===== src/design/mif_pkg.sv =====
`default_nettype none
// ----------------------------------------------------------------------------
// mif_pkg
// shared state width constant for the modular inverse block
// ----------------------------------------------------------------------------
package mif_pkg;
	localparam int STATE_W = 3;
endpackage
`default_nettype wire


===== src/design/modular_inverse_fermat.sv =====
`default_nettype none
// ----------------------------------------------------------------------------
// modular_inverse_fermat
// gcd check by euclid, then value^(p-2) mod p by square-and-multiply
// ----------------------------------------------------------------------------
// channel  dir  contents
// s_axis   in   tdata: value
// m_axis   out  tdata: inverse, no_inverse
// cfg      in   modulus
//
// each remainder step passes a dispatch state, then the shared restoring divider;
// each modular multiply runs by add-and-double.
// one word at a time; s_axis_tready is low while a word is in work.
// a result held on m_axis stalls the next start until taken.
// reset returns the state machine to idle and sets the modulus to 2.
module modular_inverse_fermat #(
	parameter int WIDTH = 32
) (
	input  wire                                 clk,
	input  wire                                 arst_n,
	input  wire                                 s_axis_tvalid,
	output logic                                s_axis_tready,
	input  wire [((WIDTH + 7) / 8) * 8 - 1:0]   s_axis_tdata,   // value
	output logic                                m_axis_tvalid,
	input  wire                                 m_axis_tready,
	output logic [((WIDTH + 8) / 8) * 8 - 1:0]  m_axis_tdata,   // inverse, no_inverse
	input  wire                                 cfg_valid,
	output logic                                cfg_ready,
	input  wire [WIDTH-1:0]                     cfg_data        // modulus
);
	localparam int CW = $clog2(WIDTH + 1);

	localparam logic [mif_pkg::STATE_W-1:0] S_IDLE = 3'd0;
	localparam logic [mif_pkg::STATE_W-1:0] S_GCD  = 3'd1;
	localparam logic [mif_pkg::STATE_W-1:0] S_DIV  = 3'd2;
	localparam logic [mif_pkg::STATE_W-1:0] S_POW  = 3'd3;
	localparam logic [mif_pkg::STATE_W-1:0] S_MUL  = 3'd4;
	localparam logic [mif_pkg::STATE_W-1:0] S_OUT  = 3'd5;

	logic [mif_pkg::STATE_W-1:0] state_q;
	logic [WIDTH-1:0] mod_q, val_q, a_q, b_q, exp_q, acc_q, base_q;
	logic [WIDTH-1:0] rem_q, quo_q;
	logic [CW-1:0]    cnt_q;
	logic             div_gcd_q;  // divider serves the gcd, else the value reduction
	logic [WIDTH-1:0] mx_q, my_q, macc_q;
	logic             mul_sq_q;   // multiply is the squaring step
	logic [WIDTH-1:0] inv_q;
	logic             none_q;

	// shared mod adder: (x + y) mod m with x, y < m
	function automatic logic [WIDTH-1:0] add_mod(input logic [WIDTH-1:0] x,
		input logic [WIDTH-1:0] y, input logic [WIDTH-1:0] m);
		logic [WIDTH-1:0] gap;
		gap = m - y;
		return (x >= gap) ? x - gap : x + y;
	endfunction

	logic [WIDTH:0]   rsh;
	logic             rge;
	always_comb begin
		rsh = {rem_q, quo_q[WIDTH-1]};
		rge = rsh >= {1'b0, b_q};
	end

	assign s_axis_tready = (state_q == S_IDLE);
	assign cfg_ready     = (state_q == S_IDLE);
	assign m_axis_tvalid = (state_q == S_OUT);
	always_comb begin
		m_axis_tdata = '0;
		m_axis_tdata[WIDTH-1:0] = inv_q;
		m_axis_tdata[WIDTH]     = none_q;
	end

	always_ff @(posedge clk or negedge arst_n) begin
		if (!arst_n) begin
			state_q <= S_IDLE;
			mod_q   <= WIDTH'(2);
		end else begin
			unique case (state_q)
				S_IDLE: begin
					if (cfg_valid) mod_q <= cfg_data;
					if (s_axis_tvalid) begin
						val_q     <= s_axis_tdata[WIDTH-1:0];
						a_q       <= s_axis_tdata[WIDTH-1:0];
						b_q       <= cfg_valid ? cfg_data : mod_q;
						div_gcd_q <= 1'b1;
						state_q   <= S_GCD;
					end
				end
				S_GCD: begin
					if (b_q == '0) begin
						if (a_q != WIDTH'(1)) begin
							none_q <= 1'b1; inv_q <= '0; state_q <= S_OUT;
						end else if (mod_q < WIDTH'(2)) begin
							none_q <= 1'b0; inv_q <= '0; state_q <= S_OUT;
						end else begin
							// reduce value mod p on the same divider
							none_q    <= 1'b0;
							div_gcd_q <= 1'b0;
							b_q       <= mod_q;
							quo_q     <= val_q;
							rem_q     <= '0;
							cnt_q     <= '0;
							state_q   <= S_DIV;
						end
					end else begin
						quo_q   <= a_q;
						rem_q   <= '0;
						cnt_q   <= '0;
						state_q <= S_DIV;
					end
				end
				S_DIV: begin
					if (cnt_q == CW'(WIDTH)) begin
						if (div_gcd_q) begin
							a_q     <= b_q;
							b_q     <= rem_q;
							state_q <= S_GCD;
						end else begin
							base_q  <= rem_q;
							acc_q   <= WIDTH'(1);
							exp_q   <= mod_q - WIDTH'(2);
							state_q <= S_POW;
						end
					end else begin
						rem_q <= rge ? WIDTH'(rsh - {1'b0, b_q}) : rsh[WIDTH-1:0];
						quo_q <= {quo_q[WIDTH-2:0], rge};
						cnt_q <= cnt_q + CW'(1);
					end
				end
				S_POW: begin
					if (exp_q == '0) begin
						inv_q   <= acc_q;
						state_q <= S_OUT;
					end else begin
						mul_sq_q <= !exp_q[0];
						mx_q     <= exp_q[0] ? acc_q : base_q;
						my_q     <= base_q;
						macc_q   <= '0;
						state_q  <= S_MUL;
					end
				end
				S_MUL: begin
					if (my_q == '0) begin
						if (mul_sq_q) begin
							base_q  <= macc_q;
							exp_q   <= exp_q >> 1;
							state_q <= S_POW;
						end else begin
							// multiply done, now square the base
							acc_q    <= macc_q;
							mul_sq_q <= 1'b1;
							mx_q     <= base_q;
							my_q     <= base_q;
							macc_q   <= '0;
						end
					end else begin
						if (my_q[0]) macc_q <= add_mod(macc_q, mx_q, mod_q);
						mx_q <= add_mod(mx_q, mx_q, mod_q);
						my_q <= my_q >> 1;
					end
				end
				S_OUT: begin
					if (m_axis_tready) state_q <= S_IDLE;
				end
				default: state_q <= S_IDLE;
			endcase
		end
	end
endmodule
`default_nettype wire

===== config.mk =====
export PLATFORM = sky130hd
export DESIGN_NAME = modular_inverse_fermat
export DESIGN_NICKNAME = d
export VERILOG_FILES = /design/src/design/mif_pkg.sv /design/src/design/modular_inverse_fermat.sv
export SDC_FILE = /design/constraint.sdc
export NUM_CORES = 1
export LEC_CHECK = 0
export BUFFER_PORTS_ARGS = -buffer_cell sky130_fd_sc_hd__buf_2
export CORE_MARGIN = 2
export CORE_UTILIZATION = 55
export CTS_CLUSTER_SIZE = 25
export DETAILED_ROUTE_END_ITERATION = 8
export GPL_ROUTABILITY_DRIVEN = 0
export PLACE_DENSITY_LB_ADDON = 0.3
export SYNTH_ARGS = -nofsm -noshare
export SYNTH_HDL_FRONTEND = slang
export SYNTH_SLANG_ARGS = --single-unit

===== constraint.sdc =====
create_clock -name clk -period 21.2 [get_ports clk]
set_input_delay 3.18 -clock clk [delete_from_list [all_inputs] [get_ports clk]]
set_output_delay 3.18 -clock clk [all_outputs]
set_load 0.01 [all_outputs]

==> metrics.txt <==
status=complete, but fails checks; violated checks=DRC; CTS Buf Count=47; crit-path most repeated cell=a21oi_1; post-synthesis register bit count=428; final hold violations=0; Initial DRC Count=2,591; yosys warns=0; ranking of synthesized cells by area=edfxtp_1 (44%), ha_1 (7.3%), nand2_1 (4.0%); CP Class=reg -> reg; most common flop cell mapped by yosys=edfxtp_1; Tightest Pin Transition=1.13 ns; die width=225 um; area grow syn2layout=10.4%; Final period util=33.2%; Hold Path Origin=quo_q[20]; vias in the first global route=20,449; Final WS setup=14.16 ns; wire per inst=22.0 um; setup TNS=0 ns; Vias=21,375; CORE AREA=47,800 sq um; initial antenna violation count=1; Worst R2R Start=mx_q[1]; top cell type's share of synthesized area=44.1%; GRT Residual Overflow=0; largest stage delay on the critical path=just under 0.7 ns; largest net degree at the start of global routing=101; critical path required time=21.66 ns; critical path arrival=7.50 ns; pre-CTS setup slack=about 14 ns; Crit-path slowest cell=nor3_1; fillers=3,900; asr flop ratio synth=8.18%; Rows=80; number of max-cap violations=0; RSZ-0062 raised after global routing=false; proportion of layout cells with a drive suffix above 1=11.2%; Critical Path Start=mx_q[1]; most frequent cells in the layout=edfxtp_1 (393), nand2_1 (285), nor2_1 (197); Placed Area=~28,000 sq um; syn avg cell area=10.2 sq um; fin area=slightly below 30,000 sq um; Slew HR=24.6%; leading area contributor after synthesis=edfxtp_1; crit path launch type=flip-flop; antenna viol nets, final=0; clk slew on worst S/H paths=0.06 ns; diodes inserted=0; minimum clock period=7.04 ns; port bufs=104; Die Height=225 um; Worst setup EP type=flip-flop; H-tree Lvls=2; nets=2,938; fmax=142 MHz; DIE AREA=50,400 sq um; setup bufs post-CTS=0; first-pass GRT wire length=115 mm; fin cells=3,361; clock sink count=428; DP HPWL=about 53 mm; post-synth cell types=101; overall routing resource usage=29.1%; Syn Inst Count=2,635; TritonCTS clock tree=yes; I/O pins=approximately 110; Pins Over Slew Limit=0; Starting Density=55.9%; CTS Root Cell=clkbuf_16; Min-Delay Path Class=reg -> reg; Post-synth EDFFs=393; Skew-Pair Late Insertion Delay=0.61 ns; drt first pass iters=9; WL final=74.0 mm; DP Cell Count=3,273; Crit Path Max Fanout=45; post-CTS sizing=0; final setup vio count=0; Post-CTS Hold Buffers=0; clk buf depth=3; routed vias/inst=6.36; DRC Markers=8; Synth Cell Area=26,800 sq um; commonest non-fill, non-tap cell in the layout=edfxtp_1; Seq/Total Area, Yosys=a little under half; Final Skew=0.0219 ns
cell usage after synthesis (12+ instances only):
cell	count
inv_1	158
o21ai_0	168
xnor2_1	85
a222oi_1	30
and3_1	82
nand3_1	38
nor2b_1	22
nand4_1	24
o21a_1	25
or2_2	14
xor2_1	71
a211oi_1	24
clkbuf_1	76
nor4_1	42
a31oi_1	22
dfrtp_1	34
edfxtp_1	393
mux2_2	29
nand2_1	286
a21oi_1	188
nor3_1	25
nor2_1	201
nand2b_1	16
mux2i_1	68
o21bai_1	14
a21o_1	99
ha_1	157
o22ai_1	33
or3_1	12
critical path, delay by kind of cell, from the launching register on:
kind                     cells  cell delay [ns]
AND/OR/NAND/NOR              5             1.45
XOR/XNOR                     1             0.21
AO/OA/AOI/OAI               15             3.55
flip-flops                   1             0.49
buffers and inverters        2             0.59
adder cells (fa/ha/maj)      2             0.58
cells by family (layout without fill, tap and decap cells):
| family | after synthesis | count (layout) | synth area share, % |
|---|---|---|---|
| AO/OA/AOI/OAI | 717 | 717 | 17.5 |
| flip-flops | 428 | 428 | 47.4 |
| other | 1 | 7 | 0.0140 |
| XOR/XNOR | 157 | 157 | 5.17 |
| multiplexers | 97 | 97 | 3.76 |
| buffers and inverters | 273 | 378 | 4.27 |
| adder cells (fa/ha/maj) | 163 | 163 | 7.75 |
| AND/OR/NAND/NOR | 799 | 799 | 14.1 |
stage by stage:
step,utilization (%),hold WS (ns)
after floorplan,-,0.496
after global placement,58.2,0.499
after detailed placement,58.2,0.509
after CTS,61.7,0.525
after global routing,61.7,0.537
final,61.7,0.524
layer usage:
metal | global-route usage, % | part of all wire, %
met4 | 12.0 | 4.3
met5 | 0 | 0
met1 | 40.4 | 41
met3 | 4.65 | 9.1
met2 | 45.9 | 45
path summary, 6_finish.rpt:
| path | to | slack, ns | cells after the start |
|---|---|---|---|
| max in group asynchronous | mod_q[24] | 18.14 | 2 |
| min | quo_q[21] | 0.52 | 2 |
| max | mx_q[4] | 14.16 | 25 |
| min reg2reg | quo_q[21] | 0.52 | 2 |
| min in group asynchronous | mod_q[9] | 2.63 | 2 |
| max reg2reg | mx_q[4] | 14.16 | 25 |
area by class of cell:
cell class | count | area, sq um | share of cell area, %
Multi-Input combinational cell | 1940 | 13100 | 44.3
Sequential cell | 428 | 12700 | 42.9
Clock buffer | 58 | 1320 | 4.47
Tap cell | 615 | 769 | 2.61
Timing Repair Buffer | 130 | 716 | 2.42
Inverter | 160 | 601 | 2.03
Clock inverter | 30 | 369 | 1.25
Power is not shown: default switching activity piles up to over one toggle a cycle in this logic, so the estimate is an artifact.
